$ cat src/rtl/b64d_pkg.sv
// Shared types, character constants and the character-to-sextet map of the base64 decoder.
package b64d_pkg;

  localparam logic [7:0] CHAR_PAD   = 8'h3D;  // '='
  localparam logic [7:0] CHAR_PLUS  = 8'h2B;  // '+'
  localparam logic [7:0] CHAR_SLASH = 8'h2F;  // '/'
  localparam logic [7:0] CHAR_UPPER = 8'h41;  // 'A'
  localparam logic [7:0] CHAR_LOWER = 8'h61;  // 'a'
  localparam logic [7:0] CHAR_DIGIT = 8'h30;  // '0'

  localparam logic [5:0] SEXTET_LOWER = 6'd26;
  localparam logic [5:0] SEXTET_DIGIT = 6'd52;
  localparam logic [5:0] SEXTET_PLUS  = 6'd62;
  localparam logic [5:0] SEXTET_SLASH = 6'd63;

  localparam int GROUP_BITS = 24;

  // One finished group of four characters, as handed to the byte emitter.
  typedef struct packed {
    logic [GROUP_BITS-1:0] word;   // three bytes, first byte in the top bits
    logic [1:0]            count;  // bytes to emit, 0 only on a final group
    logic                  last;   // group closes the string
  } b64d_group_t;

  function automatic logic [5:0] sextet_of(input logic [7:0] c);
    logic [5:0] s;
    case (c) inside
      [8'h41:8'h5A]: s = 6'(c - CHAR_UPPER);
      [8'h61:8'h7A]: s = 6'(c - CHAR_LOWER) + SEXTET_LOWER;
      [8'h30:8'h39]: s = 6'(c - CHAR_DIGIT) + SEXTET_DIGIT;
      CHAR_PLUS:     s = SEXTET_PLUS;
      CHAR_SLASH:    s = SEXTET_SLASH;
      default:       s = 6'd0;
    endcase
    return s;
  endfunction

endpackage

$ cat src/rtl/b64d_front.sv
// Character intake: maps characters to sextets, gathers groups and works out the byte count.
module b64d_front import b64d_pkg::*; (
  input  logic        clk,
  input  logic        rst,
  input  logic        accept,
  input  logic [7:0]  char_code,
  input  logic        end_of_text,
  output logic        group_push,
  output b64d_group_t group
);

  logic [17:0] sextet_store;
  logic [1:0]  group_position;
  logic [2:0]  pad_run;

  logic [2:0]  n;
  logic [23:0] acc;
  logic [2:0]  pads;
  logic [3:0]  pad_total;
  logic        group_done;

  always_comb begin
    n          = {1'b0, group_position} + 3'd1;
    acc        = {sextet_store, sextet_of(char_code)};
    pads       = (char_code == CHAR_PAD) ? pad_run + 3'd1 : 3'd0;
    group_done = end_of_text || (group_position == 2'd3);
    // A short final group counts its missing characters as padding.
    pad_total  = {1'b0, pads} + {1'b0, 3'd4 - n};

    case (group_position)
      2'd0:    group.word = {acc[5:0], 18'd0};
      2'd1:    group.word = {acc[11:0], 12'd0};
      2'd2:    group.word = {acc[17:0], 6'd0};
      default: group.word = acc;
    endcase

    if (!end_of_text) begin
      group.count = 2'd3;
    end else if (pad_total >= 4'd3) begin
      group.count = 2'd0;
    end else begin
      group.count = 2'(4'd3 - pad_total);
    end
    group.last = end_of_text;
    group_push = accept && group_done;
  end

  always_ff @(posedge clk) begin
    if (rst) begin
      sextet_store   <= '0;
      group_position <= '0;
      pad_run        <= '0;
    end else if (accept) begin
      if (group_done) begin
        sextet_store   <= '0;
        group_position <= '0;
        pad_run        <= '0;
      end else begin
        sextet_store   <= acc[17:0];
        group_position <= n[1:0];
        pad_run        <= pads;
      end
    end
  end

endmodule

$ cat src/rtl/b64d_queue.sv
// Short register queue of finished groups between the intake and the byte emitter.
module b64d_queue import b64d_pkg::*; #(
  parameter int DEPTH = 4
) (
  input  logic        clk,
  input  logic        rst,
  input  logic        push,
  input  b64d_group_t wr_data,
  output logic        full,
  input  logic        pop,
  output b64d_group_t rd_data,
  output logic        empty
);

  localparam int PTR_W = (DEPTH > 1) ? $clog2(DEPTH) : 1;
  localparam int CNT_W = $clog2(DEPTH + 1);

  b64d_group_t      entries [DEPTH];
  logic [PTR_W-1:0] wr_ptr;
  logic [PTR_W-1:0] rd_ptr;
  logic [CNT_W-1:0] fill;

  assign full    = (fill == CNT_W'(DEPTH));
  assign empty   = (fill == '0);
  assign rd_data = entries[rd_ptr];

  always_ff @(posedge clk) begin
    if (push) begin
      entries[wr_ptr] <= wr_data;
    end
  end

  always_ff @(posedge clk) begin
    if (rst) begin
      wr_ptr <= '0;
      rd_ptr <= '0;
      fill   <= '0;
    end else begin
      if (push) begin
        wr_ptr <= (wr_ptr == PTR_W'(DEPTH - 1)) ? '0 : wr_ptr + 1'b1;
      end
      if (pop) begin
        rd_ptr <= (rd_ptr == PTR_W'(DEPTH - 1)) ? '0 : rd_ptr + 1'b1;
      end
      if (push && !pop) begin
        fill <= fill + 1'b1;
      end else if (pop && !push) begin
        fill <= fill - 1'b1;
      end
    end
  end

endmodule

$ cat src/rtl/b64d_back.sv
// Byte emitter: walks each queued group one byte per cycle into the result register while it is empty or popped.
module b64d_back import b64d_pkg::*; (
  input  logic        clk,
  input  logic        rst,
  input  b64d_group_t head,
  input  logic        head_empty,
  output logic        head_pop,
  input  logic        pop,
  output logic        empty,
  output logic [7:0]  data_byte,
  output logic        no_data,
  output logic        final_byte
);

  logic       out_valid;
  logic [1:0] idx;

  logic       load;
  logic       take;
  logic       last_beat;
  logic [7:0] byte_sel;

  always_comb begin
    load      = !out_valid || pop;
    take      = load && !head_empty;
    last_beat = (head.count == 2'd0) || ((idx + 2'd1) == head.count);
    head_pop  = take && last_beat;
    case (idx)
      2'd0:    byte_sel = head.word[23:16];
      2'd1:    byte_sel = head.word[15:8];
      default: byte_sel = head.word[7:0];
    endcase
  end

  assign empty = !out_valid;

  always_ff @(posedge clk) begin
    if (rst) begin
      out_valid <= 1'b0;
      idx       <= '0;
    end else if (load) begin
      out_valid <= !head_empty;
      if (take) begin
        idx <= last_beat ? 2'd0 : idx + 2'd1;
      end
    end
  end

  always_ff @(posedge clk) begin
    if (take) begin
      // A final group with no bytes still delivers one beat with the end mark.
      if (head.count == 2'd0) begin
        data_byte  <= 8'd0;
        no_data    <= 1'b1;
        final_byte <= 1'b1;
      end else begin
        data_byte  <= byte_sel;
        no_data    <= 1'b0;
        final_byte <= head.last && last_beat;
      end
    end
  end

endmodule

$ cat src/rtl/base64_decoder.sv
// Streaming base64 decoder. It takes one character per cycle whenever full is low and gives
// one result beat per cycle from a result register whenever the consumer pops. Each group of
// four characters becomes three byte beats; a final group with padding gives fewer, and a
// final group with no bytes gives one no_data beat carrying the end mark. The intake only
// stalls when QUEUE_DEPTH finished groups wait behind a stalled consumer, so the sustained
// input rate is one character per cycle as long as the consumer keeps up with the beats. A
// completed group is registered in the queue before its beats pass through the result register.
module base64_decoder import b64d_pkg::*; #(
  parameter int QUEUE_DEPTH = 4
) (
  input  logic       clk,
  input  logic       rst,
  input  logic       push,
  output logic       full,
  input  logic [7:0] char_code,
  input  logic       end_of_text,
  output logic       empty,
  input  logic       pop,
  output logic [7:0] data_byte,
  output logic       no_data,
  output logic       final_byte
);

  logic        accept;
  logic        group_push;
  b64d_group_t group_in;
  b64d_group_t group_head;
  logic        q_empty;
  logic        q_pop;

  assign accept = push && !full;

  b64d_front u_front (
    .clk         (clk),
    .rst         (rst),
    .accept      (accept),
    .char_code   (char_code),
    .end_of_text (end_of_text),
    .group_push  (group_push),
    .group       (group_in)
  );

  b64d_queue #(.DEPTH(QUEUE_DEPTH)) u_queue (
    .clk     (clk),
    .rst     (rst),
    .push    (group_push),
    .wr_data (group_in),
    .full    (full),
    .pop     (q_pop),
    .rd_data (group_head),
    .empty   (q_empty)
  );

  b64d_back u_back (
    .clk        (clk),
    .rst        (rst),
    .head       (group_head),
    .head_empty (q_empty),
    .head_pop   (q_pop),
    .pop        (pop),
    .empty      (empty),
    .data_byte  (data_byte),
    .no_data    (no_data),
    .final_byte (final_byte)
  );

endmodule

$ cat config.mk
export PLATFORM = sky130hd
export DESIGN_NAME = base64_decoder
export DESIGN_NICKNAME = d
export VERILOG_FILES = /design/src/rtl/b64d_pkg.sv /design/src/rtl/b64d_front.sv /design/src/rtl/b64d_queue.sv /design/src/rtl/b64d_back.sv /design/src/rtl/base64_decoder.sv
export SDC_FILE = /design/constraint.sdc
export NUM_CORES = 1
export LEC_CHECK = 0
export ABC_AREA = 1
export ABC_CLOCK_PERIOD_IN_PS = 2600
export BUFFER_PORTS_ARGS = -buffer_cell sky130_fd_sc_hd__buf_2
export CORE_AREA = 2 2 118 120
export CTS_BUF_LIST = sky130_fd_sc_hd__clkbuf_8 sky130_fd_sc_hd__clkbuf_16
export DETAILED_ROUTE_END_ITERATION = 6
export DIE_AREA = 0 0 120 122
export HOLD_SLACK_MARGIN = 0.06
export PLACE_DENSITY = 0.75
export REMOVE_ABC_BUFFERS = 1
export SLEW_MARGIN = 20
export SYNTH_ARGS = -nofsm -noshare
export SYNTH_HDL_FRONTEND = slang
export SYNTH_SLANG_ARGS = --single-unit
$ cat constraint.sdc
create_clock -name clk -period 2.6 [get_ports clk]
set_input_delay 0.26 -clock clk [delete_from_list [all_inputs] [get_ports clk]]
set_output_delay 0.26 -clock clk [all_outputs]
set_load 0.01 [all_outputs]
# After elaboration in Yosys (flattened, before gate mapping)
# Memories as Yosys holds them, arrays and structs flattened. A register that Yosys moved wholly into a read port is not among the register bits.
# Index checks and enable logic that the tools add are counted.
word_totals:
  memories: 1
  wordCells: 92
  input_bits: 13
  ram_bits: 108
  register_bits: 43
op_classes:
  addsub: 15
  muxes: 23
  n_eq_ne: 11
  n_lt_le_gt_ge: 7
  reduce_logical: 24
mem_list:
  columns: ["name", "words", "word_bits", "rd", "rd_clocked_by_memory_dff", "write_ports", "line", "text"]
  rows:
  - ["u_queue.entries", 4, 27, 1, 1, 1, "b64d_queue.sv:18", "b64d_group_t entries [DEPTH];"]
op_table:
  columns: ["op", "n"]
  rows:
  - ["case mux 24 bit (3 select lines)", 1]
  - ["two-way mux 6 bit", 5]
  - ["== test 8 x 6 -> 1 bit (second input constant)", 3]
  - ["two-way mux 18 bit", 1]
  - ["greater-or-equal comparator 8 x 7 -> 1 bit (second input constant)", 2]
  - ["<= comparator 8 x 7 -> 1 bit (second input constant)", 2]
  - ["two-way mux 2 bit", 8]
  - ["case mux 8 bit (2 select lines)", 1]
  - ["two-way mux 3 bit", 4]
  - ["subtractor 6 bit (second input constant)", 2]
  - ["logical AND 1 bit", 10]
  - ["== test 2 bit (second input constant)", 4]
  - ["greater-or-equal comparator 8 x 6 -> 1 bit (second input constant)", 1]
  - ["<= comparator 8 x 6 -> 1 bit (second input constant)", 1]
  - ["adder 2 x 1 -> 2 bit (second input constant)", 3]
  - ["adder 3 x 1 -> 3 bit (second input constant)", 2]
  - ["adder 6 x 5 -> 6 bit (second input constant)", 1]
  - ["adder 6 bit (second input constant)", 1]
  - ["zero test 2 bit", 3]
  - ["subtractor 6 x 1 -> 6 bit (second input constant)", 1]
  - ["zero test 1 bit", 5]
  - ["adder 3 x 3 -> 4 bit", 1]
  - ["== test 2 x 1 -> 1 bit (second input constant)", 2]
  - ["greater-or-equal comparator 4 x 2 -> 1 bit (second input constant)", 1]
  - ["11 further kinds", 15]

# Longest topological paths before layout
logic_depth:
  depth_word: 8
  ltp_mapped: 17
  ltp_nobuf: 16

# Hierarchy
# A second synthesis with hierarchy kept.
unflattened:
  cells_unflattened: 723
  area_unflattened_um2: 7303.3
modules_own_cells:
  columns: ["module", "instances", "seq_area_each_um2", "cells_per_inst", "area_each_um2"]
  rows:
  - ["b64d_queue", 1, 3423.3, 320, 4510.6]
  - ["b64d_front", 1, 460.4, 324, 2092.0]
  - ["b64d_back", 1, 360.3, 77, 690.7]
  - ["base64_decoder", 1, 0.0, 2, 10.0]

# Worst setup path before layout
# No wires, ideal clock.
synth_timing:
  path_type: "flip-flop to flip-flop"
  startpoint: "register u_front.group_position[0]"
  endpoint: "memory u_queue.entries[0][0] (netlist name) (enable)"
  t_required_ps: 2189
  period_less_slack_ps: 2676
  setup_ps: 411
  stages_incl_launch_ff: 7
  setup_slack_ps: -76
  n_path_buf: 1
  arrival_ps: 2265
  path_cell_list: "dfxtp_1 > ha_1 > clkbuf_1 > nor2_1 > inv_1 > nand2_1 > nor2_1"
synth_via:
  elab_chain_cells: 5
synth_rtl:
  columns: ["item", "line", "text"]
  rows:
  - ["start: declaration", "b64d_front.sv:13", "logic [1:0] group_position;"]
  - ["start signal: assignment", "b64d_front.sv:60", "group_position <= n[1:0];"]
  - ["== test 2 bit", "b64d_front.sv:26", "group_done = end_of_text || (group_position == 2'd3);"]
  - ["logical OR 1 bit", "b64d_front.sv:26", null]
  - ["logical AND 1 bit", "b64d_front.sv:45", "group_push = accept && group_done;"]
  - ["two-way mux 1 bit", "b64d_queue.sv:28", "if (push) begin"]
  - ["two-way mux 1 bit (implied by the code)", "b64d_queue.sv:29", "entries[wr_ptr] <= wr_data;"]
  - ["end: declaration", "b64d_queue.sv:18", null]
# No other way between the ends.

# Worst setup path in the final report
layout_timing:
  startpoint: "register u_back.idx[0]"
  endpoint: "register u_queue.fill[2]"
layout_via:
  elab_chain_cells: 7
  word_cells_on_any_way: 9
  cone_classes: "1 x add/sub; 1 x eq/ne; 1 x mux; 6 x reduce/logical"
layout_rtl:
  columns: ["item", "line", "text"]
  rows:
  - ["start: declaration", "b64d_back.sv:16", "logic [1:0] idx;"]
  - ["start signal: assignment", "b64d_back.sv:44", "idx <= last_beat ? 2'd0 : idx + 2'd1;"]
  - ["adder 2 x 1 -> 2 bit (*)", "b64d_back.sv:26", "last_beat = (head.count == 2'd0) || ((idx + 2'd1) == head.count);"]
  - ["== test 2 bit (*)", "b64d_back.sv:26", null]
  - ["logical OR 1 bit (*)", "b64d_back.sv:26", null]
  - ["logical AND 1 bit (*)", "b64d_back.sv:27", "head_pop = take && last_beat;"]
  - ["zero test 1 bit", "b64d_queue.sv:45", "if (push && !pop) begin"]
  - ["logical AND 1 bit", "b64d_queue.sv:45", null]
  - ["two-way mux 3 bit / nonzero test 2 bit (equally long branches)", null, null]
  - ["end signal: assignment", "b64d_queue.sv:46", "fill <= fill + 1'b1;"]
  - ["end signal: assignment", "b64d_queue.sv:48", "fill <= fill - 1'b1;"]
  - ["end: declaration", "b64d_queue.sv:21", "logic [CNT_W-1:0] fill;"]
# Every way passes the cells marked *; elsewhere a longest branch is shown, timed or not.
# A chain may end at the register's enable or synchronous reset.

==> results.yml <==
place:
  routabilityCongestion: 0.824
  io_buffers: 24
  hpwlAfterDp_um: 10300
  pre_cts_slack_ns: -0.0594
  place_inst: 956
detailed_routing:
  first_pass_iters: 5
  via_per_inst: 5.53
  postRouteWirelength_um: 16000
  wl_per_cell_um: 16.2
  postRouteAntennaNets: 0
  vias: 5459
  drc: 0
  drt_iter0_markers: 462
setup_path:
  path_max_fanout: 6
  cp.required_ns: 2.96
  cp-end-kind: "flop"
  startpoint_type: "flop"
  worstPathArrival_ns: 2.78
  worstSetupPathType: "reg -> reg"
yosys:
  synthCells: 765
  yosysSeqAreaShare_pct: 58.1
  yosys_warnings: 0
  synth_area_um2: 7300
  ys_types: 39
  synth_seq_cells: 153
  synth_area_per_cell_um2: 9.55
clocking:
  clk_path_buf_depth: 2
  clkTransAtPathRegs_ns: 0.06
  cts_root_buf: "clkbuf_16"
  htree_num_levels: 4
  cts_tree: "done"
  clk_latency_ns: 0.43
  post_cts_buffers: 0
  cts.sinks: 153
  cts_buffers: 17
  holdBufCountCts: 0
finish:
  nFillCells: 1083
  final_cells: 988
  syn_to_final_growth_pct: 12.6
  nets: 834
  multiInputGateArea_um2: 2670
  diodes: 0
  drive_gt1_share_pct: 13.0
  regArea_um2: 4250
  finish.utilization_pct: 60.9
timing:
  worst_pin_slew_ns: 0.546
  period_share_pct: 92.9
  fmax_mhz: 414
  layout_min_cycle_time_ns: 2.42
  hold_viol: 0
  skew_ns: 0.00565
  hold-worst-slack_ns: 0.130
  slew_viol_final: 0
  finalWorstSetupSlack_ns: 0.184
  rsz0062_at_grt: "no"
  slew_headroom_pct: 63.2
  setup_viol: 0
run_status:
  status: "completed"
die:
  die_w_um: 120
  initial_core_util_pct: 54.1
  dieArea_um2: 14600
  fp-row-count: 43
  ios: 25
  core_area_um2: 13500
  fp.dieH_um: 122
grt:
  grt_max_degree: 49
  grt_usage_pct: 22.9
  antenna_found_initial: 0
  grt_pass1_wl_um: 25700
  grt_pass1_vias: 5290
  grt-ovfl-total: 0
hold_path:
  hp-class: "in -> reg"
power:
  power_density_nw_per_um2: 953
  p_leak_uw: 0.00324
  ir_worst_vdd_uv: 497
run:
  drv_cap: 0
==> metrics by stage <==
| step | cell area [µm²] | setup TNS (ns) | power [µW] |
|---|---|---|---|
| 2_1_floorplan | 7160 | -17.37 | 4700 |
| 3_3_place_gp | 7660 | 0 | 5430 |
| 3_5_place_dp | 7660 | -0.238 | 5540 |
| 4_1_cts | 8220 | 0 | 7850 |
| 5_1_grt | 8230 | 0 | 8270 |
| 6_report | 8230 | 0 | 7840 |
==> routing by layer <==
layer / track usage, % / wire length, µm / vias to the layer above / share of wire [%]
met1: 28.6 / 6780 / 2581 / 43
met5: 0 / 0 / - / 0
met3: 4.82 / 931 / 27 / 5.8
met4: 9.49 / 331 / 0 / 2.1
li1: - / - / 2667 / -
met2: 39.0 / 7910 / 184 / 50
==> cell families after synthesis <==
group	count (synthesis)	synth area share [%]
buffers and inverters	101	5.55
xor gates and xnor gates	7	0.839
AOI/OAI and AO/OA	151	11.8
DFF	153	58.1
adders and majority gates	26	4.66
and+or+nand+nor	327	19.1
==> cells in the final DEF (no fill, tap or decap), types with 2 or more instances in the layout <==
cell	n
clkinv_1	4
xor2_1	6
o21ai_0	63
o21bai_1	4
buf_4	19
o21ai_1	4
a21oi_1	35
nor2_2	6
edfxtp_1	118
buf_2	24
a21oi_2	5
nand2_1	168
nand3_2	7
inv_2	3
o22ai_1	28
clkbuf_16	17
ha_1	24
nand4_1	4
nor2_1	85
clkinv_2	3
a221oi_1	6
fa_1	2
inv_1	66
dfxtp_1	34
clkinvlp_4	5
bufinv_16	2
nand2_2	6
nand3_1	44
==> Yosys cell counts, drive strengths merged <==
cell / count / share of area, %
edfxtp: 118 / 49
nand4: 4 / 0.34
xnor2: 1 / 0.12
clkinv: 1 / 0.051
o21ai: 68 / 4.7
a32o: 1 / 0.14
nor3: 3 / 0.43
a21oi: 40 / 3.0
inv: 68 / 3.5
nand3b: 1 / 0.10
xor2: 6 / 0.72
a221oi: 6 / 0.72
dfxtp: 35 / 9.6
clkbuf: 20 / 1.0
nand2: 175 / 9.3
o211ai: 1 / 0.10
o21bai: 4 / 0.41
o22ai: 28 / 2.4
a21o: 1 / 0.10
ha: 24 / 4.1
a211o: 1 / 0.12
buf: 12 / 0.98
a211oi: 1 / 0.10
nand3: 51 / 4.0
fa: 2 / 0.55
nor2: 92 / 4.9
or2: 1 / 0.086
==> critical path: stages (launching register included) <==
cell,delay (ns)
dfxtp_1,0.37
inv_1,0.09
ha_1,0.32
nand3b_1,0.17
nand3_1,0.13
nand2_2,0.11
nand2_1,0.10
ha_1,0.15
inv_1,0.07
fa_1,0.38
o21ai_1,0.14
a21o_1,0.11
o21ai_0,0.07
a21oi_1,0.12
==> worst paths after layout <==
kind | from | to | slack [ns] | cells after the start
worst min register to register | u_front.sextet_store[13]$_SDFFE_PP0N_ | u_front.sextet_store[13]$_SDFFE_PP0N_ | 0.47 | 2
worst max-delay path | u_back.idx[0]$_SDFFE_PP0P_ | u_queue.fill[2]$_SDFFE_PP0P_ | 0.18 | 13
worst max register to register | u_back.idx[0]$_SDFFE_PP0P_ | u_queue.fill[2]$_SDFFE_PP0P_ | 0.18 | 13
worst min-delay path | end_of_text | u_queue.entries[2][0]$_DFFE_PP_ | 0.13 | 1
==> power by group <==
group          total [µW]  switching (µW)  internal [µW]  leakage [µW]
clock                2320             933           1390      0.000264
sequential           3110             111           3000       0.00139
combinational        2410            1620            788       0.00159
total                7840            2660           5170       0.00324
==> area by class of cell <==
class | count | area share, %
clock inverter | 15 | 1.66
clock buffer | 17 | 5.17
tap | 180 | 2.74
multi-input combinational | 511 | 32.5
sequential | 153 | 51.6
timing repair buffer | 43 | 3.19
inverter | 69 | 3.15
==> flip-flops by register name (all words and copies together), names as in the netlist, named ones only <==
signal	count
u_back.final_byte	1
u_front.sextet_store	18
u_back.idx	2
u_back.out_valid	1
u_back.data_byte	8
u_back.no_data	1
u_queue.rd_ptr	2
u_front.group_position	2
u_queue.fill	3
u_queue.wr_ptr	2
u_front.pad_run	3
u_queue.entries	108
==> repair_timing <==
| action | 4_1_cts | 5_1_grt |
|---|---|---|
| endpoints found under the setup margin | 4 | 10 |
| resized for setup | 1 | 5 |
| pin swaps | 0 | 0 |
Power figures use the tool's default switching activity.
